[config.mk]
export PLATFORM = sky130hd
export DESIGN_NAME = stepper_full_step_command_driver
export DESIGN_NICKNAME = d
export VERILOG_FILES = /design/src/stpfs_pkg.sv /design/src/stepper_full_step_command_driver.sv
export SDC_FILE = /design/constraint.sdc
export NUM_CORES = 1
export LEC_CHECK = 0
export CAP_MARGIN = 20
export CORE_MARGIN = 3
export CORE_UTILIZATION = 60
export CTS_BUF_LIST = sky130_fd_sc_hd__clkbuf_8
export DETAILED_ROUTE_END_ITERATION = 8
export DONT_BUFFER_PORTS = 1
export PLACE_DENSITY = 0.79
export SYNTH_ARGS = -nofsm -noshare
export SYNTH_HDL_FRONTEND = slang
export SYNTH_SLANG_ARGS = --single-unit
[constraint.sdc]
create_clock -name aclk -period 2.7 [get_ports aclk]
set_input_delay 0.54 -clock aclk [delete_from_list [all_inputs] [get_ports aclk]]
set_output_delay 0.54 -clock aclk [all_outputs]
set_load 0.01 [all_outputs]
[src/stpfs_pkg.sv]
`timescale 1ns / 1ps
// Shared constants and lookup functions for the stepper full-step command driver.
package stpfs_pkg;

    localparam int unsigned RX_BYTE_W = 8;
    localparam int unsigned COIL_W    = 4;
    localparam int unsigned DELAY_W   = 8;
    localparam int unsigned PHASE_W   = 2;
    localparam int unsigned OUT_W     = 8;

    localparam logic [RX_BYTE_W-1:0] CMD_ANTICLOCKWISE = 8'h63;
    localparam logic [RX_BYTE_W-1:0] CMD_CLOCKWISE     = 8'h64;
    localparam logic [RX_BYTE_W-1:0] CMD_STOP          = 8'h30;
    localparam logic [RX_BYTE_W-1:0] CMD_SPEED_FIRST   = 8'd49;
    localparam logic [RX_BYTE_W-1:0] CMD_SPEED_LAST    = 8'd57;

    localparam logic KIND_BYTE = 1'b0;
    localparam logic KIND_TICK = 1'b1;

    localparam logic [PHASE_W-1:0] PHASE_FIRST = 2'd0;
    localparam logic [PHASE_W-1:0] PHASE_LAST  = 2'd3;

    // Step delay in ticks for the speed commands '1' through '9'.
    function automatic logic [DELAY_W-1:0] speed_delay(input logic [3:0] idx);
        logic [DELAY_W-1:0] d;
        begin
            case (idx)
                4'd0:    d = 8'd150;
                4'd1:    d = 8'd100;
                4'd2:    d = 8'd80;
                4'd3:    d = 8'd60;
                4'd4:    d = 8'd50;
                4'd5:    d = 8'd40;
                4'd6:    d = 8'd30;
                4'd7:    d = 8'd20;
                4'd8:    d = 8'd5;
                default: d = 8'd0;
            endcase
            return d;
        end
    endfunction

    // Two-coils-on full-step pattern for a direction and phase.
    function automatic logic [COIL_W-1:0] phase_pattern(input logic acw,
                                                        input logic [PHASE_W-1:0] ph);
        logic [COIL_W-1:0] p;
        begin
            case (ph)
                2'd0:    p = acw ? 4'h9 : 4'h5;
                2'd1:    p = acw ? 4'hA : 4'h6;
                2'd2:    p = acw ? 4'h6 : 4'hA;
                default: p = acw ? 4'h5 : 4'h9;
            endcase
            return p;
        end
    endfunction

    // A zero delay still holds the phase for one tick.
    function automatic logic [DELAY_W-1:0] phase_load(input logic [DELAY_W-1:0] d);
        return (d == '0) ? DELAY_W'(1) : d;
    endfunction

endpackage

[src/stepper_full_step_command_driver.sv]
`timescale 1ns / 1ps
// Top level of the stepper full-step command driver.
//
// The input channel carries one request per cycle at most: s_tuser is the kind
// (0 for a received command byte, 1 for a one-millisecond tick) and s_tdata is
// the command byte. Bytes 'c' and 'd' select anticlockwise and clockwise, '0'
// stops, and '1' to '9' start the motor with a step delay from 150 down to 5
// ticks. Every accepted request yields exactly one result request on the
// output channel with the coil pattern, the running flag and the selected
// direction after that request has been applied.
// The result appears in the cycle after acceptance, from the output register.
// Throughput is one request per cycle unless the receiver stalls; the whole
// state update is one pass of logic between state and output registers.
// The input side stays ready while the output register is empty or being
// drained in the same cycle, so a stalled receiver holds one finished result
// and stops further acceptance only until it is taken.
// After reset the motor is halted, clockwise is selected, the coils are off and
// the output register is empty.
module stepper_full_step_command_driver (
    input  logic       aclk,
    input  logic       aresetn,
    input  logic       s_tvalid,
    output logic       s_tready,
    input  logic [7:0] s_tdata,   // [7:0] rx_byte
    input  logic       s_tuser,   // [0] kind
    output logic       m_tvalid,
    input  logic       m_tready,
    output logic [7:0] m_tdata    // [3:0] coil_pattern, [4] running, [5] anticlockwise, [7:6] zero
);

    logic                            dir_sel_reg, dir_sel_next;
    logic                            halted_reg, halted_next;
    logic [stpfs_pkg::DELAY_W-1:0]   step_delay_reg, step_delay_next;
    logic                            in_cycle_reg, in_cycle_next;
    logic                            cycle_dir_reg, cycle_dir_next;
    logic [stpfs_pkg::PHASE_W-1:0]   phase_idx_reg, phase_idx_next;
    logic [stpfs_pkg::DELAY_W-1:0]   ticks_left_reg, ticks_left_next;
    logic [stpfs_pkg::COIL_W-1:0]    coils_reg, coils_next;
    logic                            m_tvalid_reg, m_tvalid_next;
    logic [stpfs_pkg::OUT_W-1:0]     m_tdata_reg, m_tdata_next;

    logic                            accept;
    logic [3:0]                      speed_off;
    logic [stpfs_pkg::DELAY_W-1:0]   ticks_dec;

    assign s_tready  = !m_tvalid_reg || m_tready;
    assign accept    = s_tvalid && s_tready;
    assign m_tvalid  = m_tvalid_reg;
    assign m_tdata   = m_tdata_reg;
    assign speed_off = 4'(s_tdata - stpfs_pkg::CMD_SPEED_FIRST);
    assign ticks_dec = (ticks_left_reg != '0) ? ticks_left_reg - 1'b1 : ticks_left_reg;

    always_comb begin
        dir_sel_next    = dir_sel_reg;
        halted_next     = halted_reg;
        step_delay_next = step_delay_reg;
        in_cycle_next   = in_cycle_reg;
        cycle_dir_next  = cycle_dir_reg;
        phase_idx_next  = phase_idx_reg;
        ticks_left_next = ticks_left_reg;
        coils_next      = coils_reg;

        if (s_tuser == stpfs_pkg::KIND_BYTE) begin
            unique case (s_tdata) inside
                stpfs_pkg::CMD_ANTICLOCKWISE: dir_sel_next = 1'b1;
                stpfs_pkg::CMD_CLOCKWISE:     dir_sel_next = 1'b0;
                stpfs_pkg::CMD_STOP:          halted_next  = 1'b1;
                [stpfs_pkg::CMD_SPEED_FIRST:stpfs_pkg::CMD_SPEED_LAST]: begin
                    halted_next     = 1'b0;
                    step_delay_next = stpfs_pkg::speed_delay(speed_off);
                end
                default: ;
            endcase
            if (!in_cycle_reg && !halted_next) begin
                in_cycle_next   = 1'b1;
                cycle_dir_next  = dir_sel_next;
                phase_idx_next  = stpfs_pkg::PHASE_FIRST;
                coils_next      = stpfs_pkg::phase_pattern(dir_sel_next,
                                                           stpfs_pkg::PHASE_FIRST);
                ticks_left_next = stpfs_pkg::phase_load(step_delay_next);
            end
        end else if (in_cycle_reg) begin
            ticks_left_next = ticks_dec;
            if (ticks_dec == '0) begin
                if (phase_idx_reg != stpfs_pkg::PHASE_LAST) begin
                    phase_idx_next  = phase_idx_reg + 1'b1;
                    coils_next      = stpfs_pkg::phase_pattern(cycle_dir_reg,
                                                               phase_idx_reg + 1'b1);
                    ticks_left_next = stpfs_pkg::phase_load(step_delay_reg);
                end else if (!halted_reg) begin
                    cycle_dir_next  = dir_sel_reg;
                    phase_idx_next  = stpfs_pkg::PHASE_FIRST;
                    coils_next      = stpfs_pkg::phase_pattern(dir_sel_reg,
                                                               stpfs_pkg::PHASE_FIRST);
                    ticks_left_next = stpfs_pkg::phase_load(step_delay_reg);
                end else begin
                    in_cycle_next  = 1'b0;
                    phase_idx_next = stpfs_pkg::PHASE_FIRST;
                end
            end
        end
    end

    always_comb begin
        m_tvalid_next = m_tvalid_reg && !m_tready;
        m_tdata_next  = m_tdata_reg;
        if (accept) begin
            m_tvalid_next = 1'b1;
            m_tdata_next  = {2'b00, dir_sel_next, in_cycle_next, coils_next};
        end
    end

    always_ff @(posedge aclk) begin
        if (!aresetn) begin
            dir_sel_reg    <= 1'b0;
            halted_reg     <= 1'b1;
            step_delay_reg <= '0;
            in_cycle_reg   <= 1'b0;
            cycle_dir_reg  <= 1'b0;
            phase_idx_reg  <= stpfs_pkg::PHASE_FIRST;
            ticks_left_reg <= '0;
            coils_reg      <= '0;
            m_tvalid_reg   <= 1'b0;
        end else begin
            if (accept) begin
                dir_sel_reg    <= dir_sel_next;
                halted_reg     <= halted_next;
                step_delay_reg <= step_delay_next;
                in_cycle_reg   <= in_cycle_next;
                cycle_dir_reg  <= cycle_dir_next;
                phase_idx_reg  <= phase_idx_next;
                ticks_left_reg <= ticks_left_next;
                coils_reg      <= coils_next;
            end
            m_tvalid_reg <= m_tvalid_next;
        end
        m_tdata_reg <= m_tdata_next;
    end

endmodule
## Word level (Yosys, flattened, before mapping)

Memory sizes are Yosys's and may differ from the RTL's.
Index checks and enable logic that the tools add are counted.

- $add $sub $neg: 3
- Bitwise logic cells: 1
- Multiplexer cells: 47
- Equality and inequality tests: 10
- Reductions and logical operators: 19
- Magnitude comparators: 2

Operators by type and width:

| kind | number |
|---|---|
| 2-to-1 mux 8 bit | 11 |
| 2-to-1 mux 4 bit | 12 |
| logical NOT 8 bit | 3 |
| == test 8 x 7 -> 1 bit (second input constant) | 2 |
| 2-to-1 mux 1 bit | 16 |
| one-hot mux 4 bit (3 select lines) | 1 |
| 2-to-1 mux 2 bit | 5 |
| == test 8 x 6 -> 1 bit (second input constant) | 1 |
| greater-or-equal comparator 8 x 6 -> 1 bit (second input constant) | 1 |
| <= comparator 8 x 6 -> 1 bit (second input constant) | 1 |
| nonzero test 8 bit | 1 |
| subtractor 8 x 1 -> 8 bit (second input constant) | 1 |
| != test 2 bit (second input constant) | 3 |
| AND reduction 6 bit | 1 |
| logical AND 1 bit | 4 |
| logical NOT 1 bit | 4 |
| != test 2 x 1 -> 1 bit (second input constant) | 2 |
| one-hot mux 1 bit (2 select lines) | 2 |
| AND reduction 4 bit | 1 |
| subtractor 4 x 1 -> 4 bit (second input constant) | 1 |
| AND reduction 3 bit | 1 |
| adder 2 x 1 -> 2 bit (second input constant) | 1 |
| == test 2 x 1 -> 1 bit (second input constant) | 1 |
| == test 2 bit (second input constant) | 1 |
| 5 further kinds | 5 |

- Memory bits (read-only): 128
- Output and inout port bits: 10
- Word-level logic and storage cells: 93
- Memories: 1
- Register bits: 33
- Bits of input ports: 13

Memories:

| name | depth | bits a word | read ports | clocked after Yosys merged registers in | write ports | RTL line | RTL |
|---|---|---|---|---|---|---|---|
| (no name shown) | 16 | 8 | 1 | 0 | 0 | stpfs_pkg.sv:27 | `case (idx)` |

## Depth between registers and ports, before layout

Gate-level depths: netlist of run 1.

- Word-level depth: 8
- Mapped depth: 11
- Gate-level depth less buffers: 8

## Least setup slack after synthesis of run 1

Ideal clock, no wire load.

- Kind: input-to-reg
- Start point: in s_tdata[0]
- End point: reg ticks_left_reg[2] (netlist bit)
- Library setup time: 0.146 ns
- Stages: 10
- Data required time: 2.554 ns
- Arrival time: 2.586 ns
- Path buffers: 2
- Path slack: -0.032 ns
- Path through: clkbuf_1 inv_1 ha_1 nor3b_1 o22ai_1 and2_1 clkbuf_1 mux2_2 o31ai_1 a211oi_1

- Cells in the longest elaborated chain, start to end: 8

RTL lines:

| item | RTL line | RTL |
|---|---|---|
| start: declaration | stepper_full_step_command_driver.sv:24 | `input logic [7:0] s_tdata,` |
| subtractor 4 x 1 -> 4 bit, or another cell as far along | stepper_full_step_command_driver.sv:50 | `assign speed_off = 4'(s_tdata - stpfs_pkg::CMD_SPEED_FIRST);` |
| memory read (16 x 8 bit) / logical AND 1 bit (equally long branches) | n/a |  |
| 2-to-1 mux 8 bit / one-hot mux 1 bit (2 select lines) (equally long branches) | stepper_full_step_command_driver.sv:64 | `unique case (s_tdata) inside` |
| 2-to-1 mux 8 bit / 2-to-1 mux 1 bit (equally long branches) | stepper_full_step_command_driver.sv:63 | `if (s_tuser == stpfs_pkg::KIND_BYTE) begin` |
| logical NOT 8 bit / logical NOT 1 bit (equally long branches) | stpfs_pkg.sv:60, stepper_full_step_command_driver.sv:74 |  |
| 2-to-1 mux 8 bit / logical AND 1 bit (equally long branches) | stpfs_pkg.sv:60, stepper_full_step_command_driver.sv:74 |  |
| 2-to-1 mux 8 bit / nonzero test 2 bit (equally long branches) | n/a |  |
| 2-to-1 mux 8 bit / AND reduction 3 bit (equally long branches) | n/a |  |
| end signal: assignment | stepper_full_step_command_driver.sv:132 | `ticks_left_reg <= ticks_left_next;` |
| end: declaration | stepper_full_step_command_driver.sv:37 | `logic [stpfs_pkg::DELAY_W-1:0] ticks_left_reg, ticks_left_next;` |

Parallel ways exist; a longest one is shown, timed or not. The select of a mux whose other input is x is not followed.
A chain may end at the register's enable or synchronous reset.

## Final worst setup path of run 1

- Start point: reg ticks_left_reg[0] (netlist bit)
- End point: reg m_tdata_reg (netlist bit m_tdata[2]) (data pin)

- Cells in the longest elaborated chain, start to end: 6

RTL lines:

| item | RTL line | RTL |
|---|---|---|
| subtractor 8 x 1 -> 8 bit / nonzero test 8 bit (equally long branches) | stepper_full_step_command_driver.sv:51 | `assign ticks_dec = (ticks_left_reg != '0) ? ticks_left_reg - 1'b1 : ticks_left_reg;` |
| 2-to-1 mux 8 bit (*) | stepper_full_step_command_driver.sv:51 |  |
| logical NOT 8 bit (*) | stepper_full_step_command_driver.sv:84 | `if (ticks_dec == '0) begin` |
| 2-to-1 mux 4 bit (*) | stepper_full_step_command_driver.sv:84 |  |
| 2-to-1 mux 4 bit (*) | stepper_full_step_command_driver.sv:82 | `end else if (in_cycle_reg) begin` |
| 2-to-1 mux 4 bit (*) | stepper_full_step_command_driver.sv:63 |  |
| named net coils_next (one bit) | stepper_full_step_command_driver.sv:38 | `logic [stpfs_pkg::COIL_W-1:0] coils_reg, coils_next;` |
| end signal: assignment | stepper_full_step_command_driver.sv:137 | `m_tdata_reg <= m_tdata_next;` |
| end: declaration | stepper_full_step_command_driver.sv:40 | `logic [stpfs_pkg::OUT_W-1:0] m_tdata_reg, m_tdata_next;` |

The timed path passes the listed nets; every way through them passes the cells marked *.

==> results by group, run 1 <==
GRT
  – Total grt overflow: 0
  – Vias in the first global route: about 2.3k
  – Total Routing Usage GR: about 27%
  – Pin count of the biggest net entering global routing: 17
  – Initial antenna violation count: 0
  – First-pass GRT wire length: between 10000 and 15000 microns

Clock network
  – Clock sink count: 33
  – CTS H-tree depth: 2
  – CTS max path bufs: 2
  – Root Buffer: clkbuf_8
  – TritonCTS Buffers: 5
  – TritonCTS clock tree: done
  – Clock Latency Late Sink: between 0.2 and 0.3 ns
  – Clock transition at path regs: about 0.07 ns
  – CTS Hold Buffers Added: 0

Synthesis
  – Post-Synth Simple-Gate Area: around a quarter
  – Main combinational cell family by area after synthesis: compound AO/OA/AOI/OAI gates
  – Area leader, netlist: dfxtp_1
  – Syn Area/Cell: 7.92 sq um
  – Mux share of post-synthesis cell area: between 4 and 5%
  – Most frequent cell after synthesis: nand2_1
  – Synth Cell Area: 2630 sq um
  – Synth area leaders: dfxtp_1, edfxtp_1, a21oi_1
  – Synth async-reset ratio: 0%
  – Synth Instances: between 300 and 400
  – Synth Warn #: 0
  – Top-area cell type share of the netlist area: between 20% and 30%
  – Synth Area in XOR/XNOR: 2.00%
  – #FFs+latches synth: 33
  – Synth Area in Compound Gates: 29.7%
  – Sequential area share after synthesis: a little over a quarter
  – Main synth FF type: dfxtp_1
  – Adder and majority gate portion of the synthesized area: under 10%
  – Post-synth top cells: nand2_1, a21oi_1, dfxtp_1, nor2_1, o21ai_0
  – EDFF count, synth: 6
  – Distinct cells, synth: 73

Drt
  – # DRC: 0
  – Vias/cell: 6.76
  – DRT Pass-1 Iters: 5
  – DR WL/cell: 17.4 microns
  – Drt total wl: between 6000 and 7000 microns
  – Initial drt markers: about 310
  – Detail Route Antenna Nets: 0
  – Vias: ~2.6k

Timing
  – Clk_skew: 0.00414 ns
  – Final worst slack: 0.107 ns
  – Final Hold Fails: 0
  – Max-slew violations: 0
  – Final Setup Violations: 0
  – Slew @ Worst Pin: around 0.54 ns
  – Period utilisation layout: 96.0%
  – Highest clock rate: between 300 and 400 MHz
  – Final Critical Period: 2.59 ns
  – Slew HR: a little under two thirds

Final layout
  – Synth-to-Final Area Change: 9.32%
  – Filler cells: between 300 and 400
  – Post-layout nets: about 360
  – Layout cells sized above 1: between 10% and 20%
  – Antenna cells: 0
  – Final core utilization: between 60 and 70%

Power and ir drop
  – Sw power: 0.000263 W
  – Logic pwr share: around an eighth
  – Peak supply drop: 0.328 mV
  – PwrDens: about 380 nW/um^2
  – Clock Power Share: about two fifths
  – Internal power: 0.000833 W
  – Reg power frac: between 40% and 50%
  – Leakage power: 1.08 nW
  – Sw Ratio: a little under a quarter

Placement
  – Post-detail-place hpwl: 5140 microns
  – Place WS: about 0.035 ns
  – Port Buffer Count: 0
  – Gp weighted congestion: ~0.9

Setup path
  – Worst R2R Path Depth: 9
  – CP bufs+invs: 2
  – Worst Path Max Fanout: 6
  – Critical path depth: 9
  – Worst Path Arrival: 2.60 ns
  – CP Launch Point: ticks_left_reg[0]
  – Crit end category: flip-flop
  – R2r setup slk: about 0.11 ns
  – CP max-delay cell: or3b_2
  – Setup CP Type: reg2reg
  – Worst Path Required: 2.71 ns
  – CP Cell Sequence: inv_1, ha_2, or3b_2, nor2_1, o31a_1, nor4_1, buf_4, a22oi_1, o31ai_1
  – Crit path max-delay family: simple AND/OR/NAND/NOR gates
  – CP Launch Type: flip-flop
  – Max incr delay on CP: 0.48 ns
  – R2R Path Start: ticks_left_reg[0]
  – Reg-to-Reg End: m_tdata[2]

Min path
  – Hold Path Class: in2reg
  – Worst Hold Endpoint: halted_reg
  – Min-delay src: aresetn
  – Hold Path Stages: 1

Floorplanning
  – Ports: 23
  – Initial Util: 63.9%
  – Die area: ~5200 sq um
  – Die Y: about 72 microns
  – Chip Width: 72.2 microns
  – Core area: 4120 sq um
  – FP Rows: 23

Status
  – Outcome: completed

Run
  – Max Cap Viol: 0
metrics by stage:
stage                     cell area [sq um]  hold slack [ns]  total power [W]  cells  setup TNS, ns
after floorplan                        2640            0.430         0.000637    333              0
after global placement                 2740            0.438         0.000657    380              0
after detailed placement               2740            0.444         0.000660    380              0
after CTS                              2850            0.311          0.00110    388              0
after global routing                   2880            0.319          0.00113    390       -0.00978
final                                  2880            0.312          0.00110    390              0
cell usage in the layout, fill, tap and decap left out, drive strengths merged, types with 3 or more instances in the layout:
| cell type | count |
|---|---|
| a211oi | 6 |
| a21boi | 3 |
| a21oi | 29 |
| a31oi | 4 |
| a32o | 3 |
| and2 | 4 |
| buf | 17 |
| clkbuf | 5 |
| dfxtp | 27 |
| edfxtp | 6 |
| ha | 11 |
| inv | 17 |
| mux2 | 5 |
| mux2i | 4 |
| nand2 | 31 |
| nand2b | 8 |
| nand3 | 15 |
| nand4 | 4 |
| nor2 | 25 |
| nor2b | 3 |
| nor3 | 6 |
| nor3b | 4 |
| nor4 | 3 |
| o211ai | 5 |
| o21ai | 21 |
| o2bb2ai | 3 |
| o31ai | 5 |
| o32ai | 5 |
| or3 | 6 |
| or4 | 4 |
| xnor2 | 4 |
power groups by stage:
stage | Sequential [W] | Combinational (W) | Clock, W
6_report | 0.000516 | 0.000139 | 0.000441
5_1_grt | 0.000517 | 0.000152 | 0.000462
4_1_cts | 0.000516 | 0.000134 | 0.000447
3_5_place_dp | 0.000527 | 0.000133 | 0
3_3_place_gp | 0.000527 | 0.000130 | 0
2_1_floorplan | 0.000526 | 0.000111 | 0
layer usage:
metal	share of wire, %	vias up	wire (microns)	global-route usage, %
li1	-	1265	-	-
met1	42	1229	2870	37.6
met2	48	128	3220	42.6
met3	7.8	16	531	4.57
met4	2.2	0	151	10.4
met5	0	-	0	0
worst max-delay path by stage:
stage | end | slack, ns
floorplan | m_tdata[3] | 0.06
global placement | m_tdata[3] | 0.05
detailed placement | m_tdata[0] | 0.04
CTS | m_tdata[0] | 0.02
global route | m_tdata[2] | -0.009
finish | m_tdata[2] | 0.11
layout make-up:
type	instances	area (sq um)	area share, %
clock inverter	3	37.5	1.31
timing repair buffer	17	128	4.44
inverter	17	63.8	2.22
sequential	33	722	25.1
clock buffer	5	68.8	2.39
multi-input combinational	265	1790	62.4
tap	50	62.6	2.18
kinds of logic after synthesis:
| family | Yosys count |
|---|---|
| fa+ha+maj | 11 |
| flops | 33 |
| other cells | 1 |
| buf+inv | 35 |
| compound gates | 112 |
| simple gates | 124 |
| xor+xnor | 6 |
| mux | 10 |
what timing repair did:
action / in CTS / in global routing
resized for setup: 0 / 4
setup endpoints to repair: 0 / 8
buffers inserted: 0 / 2
Note: power is estimated with default switching activity, not from simulation.
==> run 2, diff against run 1 <==
--- a/config.mk
+++ b/config.mk
@@ -5,6 +5,7 @@
 export SDC_FILE = /design/constraint.sdc
 export NUM_CORES = 1
 export LEC_CHECK = 0
+export ABC_AREA = 1
 export CAP_MARGIN = 20
 export CORE_MARGIN = 3
 export CORE_UTILIZATION = 60
==> run 2 against run 1 <==
Effect of this change:
- final area decreased by 1.6%
- worst setup slack improved by 0.29 ns
- largest cell class unchanged
- register-to-register slack improved by 0.29 ns
- cell count increased by 26%
- routed wire length decreased by 7.8%
- highest routed layer unchanged
- critical path depth increased by 2
- synthesized cell count increased by 33%
- critical endpoint is now m_tdata[4]
==> results by group, run 2 <==
Clock network
  – CTS Hold Buffers Added: 0 (unchanged)
  – TritonCTS clock tree: done
  – CTS max path bufs: 2 (unchanged)
  – Clock Latency Late Sink: 0.29 ns (about the same)
  – PostCTS Resize Cnt: 0 (unchanged)
  – Post-CTS Setup Bufs: 0 (unchanged)
  – Clock sink count: 33 (unchanged)
  – Root Buffer: clkbuf_8
  – CTS H-tree depth: 2 (unchanged)
  – TritonCTS Buffers: 5 (unchanged)
  – Clock transition at path regs: 0.08 ns (about the same)

Drt
  – DR WL/cell: 12.7 microns (-27%)
  – # DRC: 0 (unchanged)
  – Initial drt markers: 267 (-15%)
  – Vias/cell: 5.47 (-19%)
  – Vias: 2692 (+2.0%)
  – Detail Route Antenna Nets: 0 (unchanged)
  – Drt total wl: 6250 microns (-7.8%)
  – DRT Pass-1 Iters: 7 (+2)

GRT
  – Initial antenna violation count: 0 (unchanged)
  – Total Routing Usage GR: 24.3% (-2.9 points)
  – First-pass GRT wire length: 10500 microns (-6.8%)
  – Vias in the first global route: 2297 (-2.1%)
  – Total grt overflow: 0 (unchanged)
  – Pin count of the biggest net entering global routing: 19 (+2)

Min path
  – Hold Path Stages: 2 (+1)
  – Worst Hold Endpoint: dir_sel_reg
  – Hold Path Class: in2reg
  – Min-delay src: aresetn

Power and ir drop
  – Logic pwr share: 34.9% (+22 points)
  – Leakage power: 1.44 nW (+33%)
  – PwrDens: 516 nW/um^2 (+35%)
  – Sw Ratio: 39.3% (+15 points)
  – Power Total: 0.00146 W (+33%)
  – Peak supply drop: 0.360 mV (+9.9%)
  – Reg power frac: 39.6% (-7.5 points)
  – Internal power: 0.000885 W (+6.3%)
  – Sw power: 0.000574 W (+120%)
  – Clock Power Share: 25.5% (-15 points)

Floorplanning
  – Chip Width: 73.4 microns (+1.7%)
  – Ports: 23 (unchanged)
  – Die Y: 73.4 microns (+1.7%)
  – Core area: 4200 sq um (+2.1%)
  – FP Rows: 23 (unchanged)
  – Initial Util: 64.9% (+1.0 points)
  – Die area: 5390 sq um (+3.5%)

Placement
  – Placement Cell Area: 2740 sq um (+0.14%)
  – Port Buffer Count: 0 (unchanged)
  – Gp weighted congestion: 0.868 (-4.9%)
  – Post-detail-place hpwl: 4780 microns (-7.0%)

Final layout
  – Most common cell after layout, fill and taps aside: nand2_1
  – Antenna cells: 0 (unchanged)
  – Commonest cells after routing, fill and taps aside: nand2_1, inv_1, nand3_1, nor2_1, o21ai_0
  – Final core utilization: 67.3% (-2.5 points)
  – Post-layout nets: 465 (+28%)
  – Synth-to-Final Area Change: 3.67%
  – Finished Cell Area: 2830 sq um (-1.6%)
  – Layout cells sized above 1: 11.8% (-1.5 points)

Setup path
  – Crit path top cell by count: nand2_1
  – R2r setup slk: 0.40 ns (+0.29 ns)
  – Worst Path Max Fanout: 11 (+5)
  – Worst Path Arrival: 2.33 ns (-0.27 ns)
  – CP Launch Type: flip-flop
  – Worst Path Required: 2.73 ns (+0.02 ns)
  – Reg-to-Reg End: m_tdata[4]
  – CP max-delay cell: dfxtp_1
  – Crit end category: flip-flop
  – Setup CP Type: reg2reg
  – R2R Path Start: ticks_left_reg[1]
  – Worst R2R Path Depth: 11 (+2)
  – Max incr delay on CP: 0.32 ns (-0.16 ns)
  – CP Cell Sequence: inv_1, ha_1, nand2_1, nor2_2, nand2_2, nand3_1, nand2_1, nor2_1, nand2_2, o21ai_1, nand2_1

Timing
  – Setup TNS: 0 ns (unchanged)
  – Final Critical Period: 2.30 ns (-0.293 ns)
  – Max-slew violations: 0 (unchanged)
  – Slew HR: 65.3% (+1.6 points)
  – RSZ-0062 raised after global routing: false
  – Clk_skew: 0.0108 ns (+0.00662 ns)
  – Final Setup Violations: 0 (unchanged)
  – Period utilisation layout: 85.2% (-11 points)
  – Hold WS: 0.346 ns (+0.0340 ns)
  – Highest clock rate: 435 MHz (+13%)
  – Final Hold Fails: 0 (unchanged)
  – Slew @ Worst Pin: 0.519 ns (-0.0216 ns)

Synthesis
  – Sequential area share after synthesis: 26.4% (-0.99 points)
  – Most frequent cell after synthesis: nand2_1
  – Post-synth top cells: nand2_1, inv_1, nand3_1, nor2_1, o21ai_0
  – EDFF count, synth: 6 (unchanged)
  – Syn Area/Cell: 6.16 sq um (-22%)
  – Synth Instances: 443 (+33%)
  – Synth Cell Area: 2730 sq um (+3.8%)
  – Synth area leaders: dfxtp_1, nand2_1, inv_1
  – Synth async-reset ratio: 0% (unchanged)
  – #FFs+latches synth: 33 (unchanged)
  – Main synth FF type: dfxtp_1
  – Distinct cells, synth: 36 (-51%)
  – Top-area cell type share of the netlist area: 19.8% (-0.74 points)
  – Area leader, netlist: dfxtp_1
  – Synth Warn #: 0 (unchanged)

Run
  – Max Cap Viol: 0 (unchanged)

Status
  – Outcome: completed
==> run 2: cell types whose count changed after synthesis, moves of 6 or more <==
cell	before	now
nor2_1	25	32
inv_2	0	8
clkbuf_1	13	5
nand3_1	14	41
or3_1	6	0
a21oi_1	29	22
nor2_2	0	6
nand2_1	31	141
o21ai_0	19	28
nand2_2	0	11
nand2b_1	8	0
inv_1	16	57
==> run 2: power groups by stage <==
stage                     Clock, W  Combinational, W  Sequential [W]
after floorplan                  0          0.000433        0.000577
after global routing      0.000393          0.000577        0.000581
after detailed placement         0          0.000501        0.000587
final                     0.000372          0.000510        0.000577
after global placement           0          0.000494        0.000586
after CTS                 0.000373          0.000505        0.000576
==> run 2: how the worst max path moves through the flow <==
stage | from | endpoint | slack [ns] | depth (start not counted)
after global routing | ticks_left_reg[1] | coils_reg[1] | 0.18 | 15
after global placement | s_tdata[0] | coils_reg[3] | 0.46 | 14
final | ticks_left_reg[1] | m_tdata[4] | 0.40 | 11
after floorplan | s_tdata[0] | ticks_left_reg[2] | 0.67 | 12
after CTS | ticks_left_reg[1] | m_tdata[4] | 0.40 | 11
after detailed placement | s_tdata[0] | ticks_left_reg[2] | 0.40 | 13
==> run 2: per-stage QoR <==
stage	setup WS, ns	cells
finish	0.400	492
global route	0.181	492
CTS	0.405	492
detailed placement	0.402	484
global placement	0.456	484
floorplan	0.675	444
==> run 2: critical path, delay by kind of cell, from the launching register on <==
kind            cells  cell delay (ns)
simple gates        8             1.15
compound gates      1             0.19
fa+ha+maj           1             0.22
buf+inv             1             0.17
flops               1             0.32
==> run 2: cell type report <==
class	count	area, sq um
multi-input cells	333	1700
fillers	401	1370
flip-flops and latches	33	721
inverters	67	251
clock buffers	5	68.8
well taps	50	62.6
clock inverters	3	17.5
repair buffers	1	7.51
==> run 2: logic make-up after synthesis <==
group                      synth area share (%)
adders and majority gates                  5.04
buffers and inverters                      11.4
other                                     0.137
xor gates and xnor gates                  0.642
and+or+nand+nor                            42.8
AOI/OAI and AO/OA                          13.6
DFF                                        26.4
==> run 2: per-layer routing <==
layer | share of wire [%] | global-route usage, %
met5 | 0 | 0
met4 | 1.6 | 7.85
met2 | 44 | 37.7
met1 | 48 | 34.1
met3 | 6.8 | 4.24
==> run 3, diff against run 2 <==
--- a/config.mk
+++ b/config.mk
@@ -8,11 +8,12 @@
 export ABC_AREA = 1
 export CAP_MARGIN = 20
 export CORE_MARGIN = 3
-export CORE_UTILIZATION = 60
+export CORE_UTILIZATION = 66
 export CTS_BUF_LIST = sky130_fd_sc_hd__clkbuf_8
 export DETAILED_ROUTE_END_ITERATION = 8
 export DONT_BUFFER_PORTS = 1
-export PLACE_DENSITY = 0.79
+export PLACE_DENSITY = 0.82
+export REMOVE_ABC_BUFFERS = 1
 export SYNTH_ARGS = -nofsm -noshare
 export SYNTH_HDL_FRONTEND = slang
 export SYNTH_SLANG_ARGS = --single-unit
==> constraint.sdc (replaced) <==
create_clock -name aclk -period 2.3 [get_ports aclk]
set_input_delay 0.345 -clock aclk [delete_from_list [all_inputs] [get_ports aclk]]
set_output_delay 0.345 -clock aclk [all_outputs]
set_load 0.01 [all_outputs]
==> run 3 against run 2 <==
Effect of this change:
- routed wire length up 1.5%
- largest power group unchanged
- combinational power up 24%
- sequential power rose by 18%
- clock-buffer cell count up 1
- core utilization up 8.1 points
==> results by group, run 3 (synthesis gave the netlist of run 2 again) <==
Status
  – Outcome: completed

Timing
  – Max-slew violations: 0 (unchanged)
  – Final Critical Period: 2.08 ns (-0.220 ns)
  – Highest clock rate: 481 MHz (+11%)
  – RSZ-0062 raised after global routing: false
  – Final Setup Violations: 0 (unchanged)
  – Final worst slack: 0.221 ns (-0.180 ns)
  – Final Hold Fails: 0 (unchanged)
  – Period utilisation layout: 90.4% (+5.2 points)
  – Setup TNS: 0 ns (unchanged)
  – Clk_skew: 0.00652 ns (-0.00424 ns)

Power and ir drop
  – Leakage power: 1.48 nW (+2.3%)
  – Peak supply drop: 0.394 mV (+9.3%)
  – PwrDens: 613 nW/um^2 (+19%)
  – Power Total: 0.00177 W (+21%)

Clock network
  – CTS H-tree depth: 2 (unchanged)
  – PostCTS Resize Cnt: 0 (unchanged)
  – TritonCTS Buffers: 5 (unchanged)
  – CTS Hold Buffers Added: 0 (unchanged)
  – Root Buffer: clkbuf_8
  – TritonCTS clock tree: done
  – Post-CTS Setup Bufs: 0 (unchanged)
  – Clock Latency Late Sink: 0.29 ns (about the same)
  – CTS max path bufs: 2 (unchanged)
  – Clock transition at path regs: 0.07 ns (about the same)
  – Clock sink count: 33 (unchanged)

Placement
  – Post-detail-place hpwl: 4950 microns (+3.5%)
  – Place WS: 0.131 ns (-0.271 ns)
  – Port Buffer Count: 0 (unchanged)
  – Gp weighted congestion: 0.877 (+1.0%)

Final layout
  – Layout cells sized above 1: 13.3% (+1.5 points)
  – Antenna cells: 0 (unchanged)
  – Most common cell after layout, fill and taps aside: nand2_1
  – Post-layout nets: 468 (+0.65%)
  – Commonest cells after routing, fill and taps aside: nand2_1, inv_1, nand3_1, nor2_1, o21ai_0
  – Synth-to-Final Area Change: 5.78%

Floorplanning
  – Die Y: 70.3 microns (-4.3%)
  – Ports: 23 (unchanged)
  – Core area: 3830 sq um (-8.9%)
  – Initial Util: 71.3% (+6.4 points)
  – FP Rows: 22 (-4.3%)
  – Chip Width: 70.3 microns (-4.3%)
  – Die area: 4940 sq um (-8.4%)

Drt
  – Drt total wl: 6340 microns (+1.5%)
  – # DRC: 0 (unchanged)
  – DR WL/cell: 12.9 microns (+1.3%)
  – Initial drt markers: 191 (-28%)
  – Vias: 2692 (unchanged)
  – Detail Route Antenna Nets: 0 (unchanged)
  – Vias/cell: 5.46 (-0.20%)
  – DRT Pass-1 Iters: 4 (-3)

Setup path
  – Worst Path Max Fanout: 11 (unchanged)
  – R2r setup slk: 0.22 ns (-0.18 ns)
  – CP Launch Type: flip-flop
  – Crit end category: flip-flop
  – Worst Path Required: 2.33 ns (-0.40 ns)
  – Worst Path Arrival: 2.11 ns (-0.22 ns)
  – Setup CP Type: reg2reg
  – Worst R2R Path Depth: 11 (unchanged)

GRT
  – Total grt overflow: 0 (unchanged)
  – Total Routing Usage GR: 27.3% (+2.9 points)
  – First-pass GRT wire length: 11000 microns (+5.4%)
  – Initial antenna violation count: 0 (unchanged)
  – Vias in the first global route: 2538 (+10%)
  – Pin count of the biggest net entering global routing: 19 (unchanged)

Run
  – Max Cap Viol: 0 (unchanged)

Min path
  – Hold Path Stages: 2 (unchanged)
  – Hold Path Class: in2reg
-- run 3: metal layers --
metal	vias to the layer above	GRT usage, %	wire, microns
met5	-	0	0
met4	0	8.30	106
met3	10	5.18	387
met1	1193	35.1	2860
li1	1401	-	-
met2	88	45.7	2980
-- run 3: final cells by class --
cell class	count	area, sq um
inverter	67	251
sequential	33	721
clock inverter	2	8.76
timing repair buffer	4	30.0
clock buffer	6	82.6
tap	48	60.1
fill	330	940
multi-input combinational	333	1730
-- run 3: report_power, final --
part / switching (W) / total (W) / internal, W
combinational: 0.000421 / 0.000631 / 0.000210
sequential: 0.0000426 / 0.000678 / 0.000635
clock: 0.000225 / 0.000462 / 0.000237
-- run 3: final timing paths --
kind	from	to
max	ticks_left_reg[0]	m_tdata[4]
min	aresetn	dir_sel_reg
max reg2reg	ticks_left_reg[0]	m_tdata[4]
min reg2reg	step_delay_reg[0]	step_delay_reg[0]
-- run 3: through the flow --
stage	hold WS [ns]	util, %	std cells	cell area (sq um)
floorplan	0.443	-	433	2670
global placement	0.447	72.2	485	2760
detailed placement	0.454	72.2	485	2760
CTS	0.151	74.6	493	2850
global route	0.173	75.4	493	2890
finish	0.155	75.4	493	2890
-- run 3: critical path, cell delays in order (launching register included) --
cell and delay, ns:
dfxtp_1 0.34, inv_2 0.13, ha_1 0.18, nand2_1 0.06, nor2_2 0.17, nand2_4 0.14, nand2_4 0.09, nand2_4 0.06
nor3_2 0.27, nand2_2 0.11, o21ai_1 0.17, nand2_1 0.08
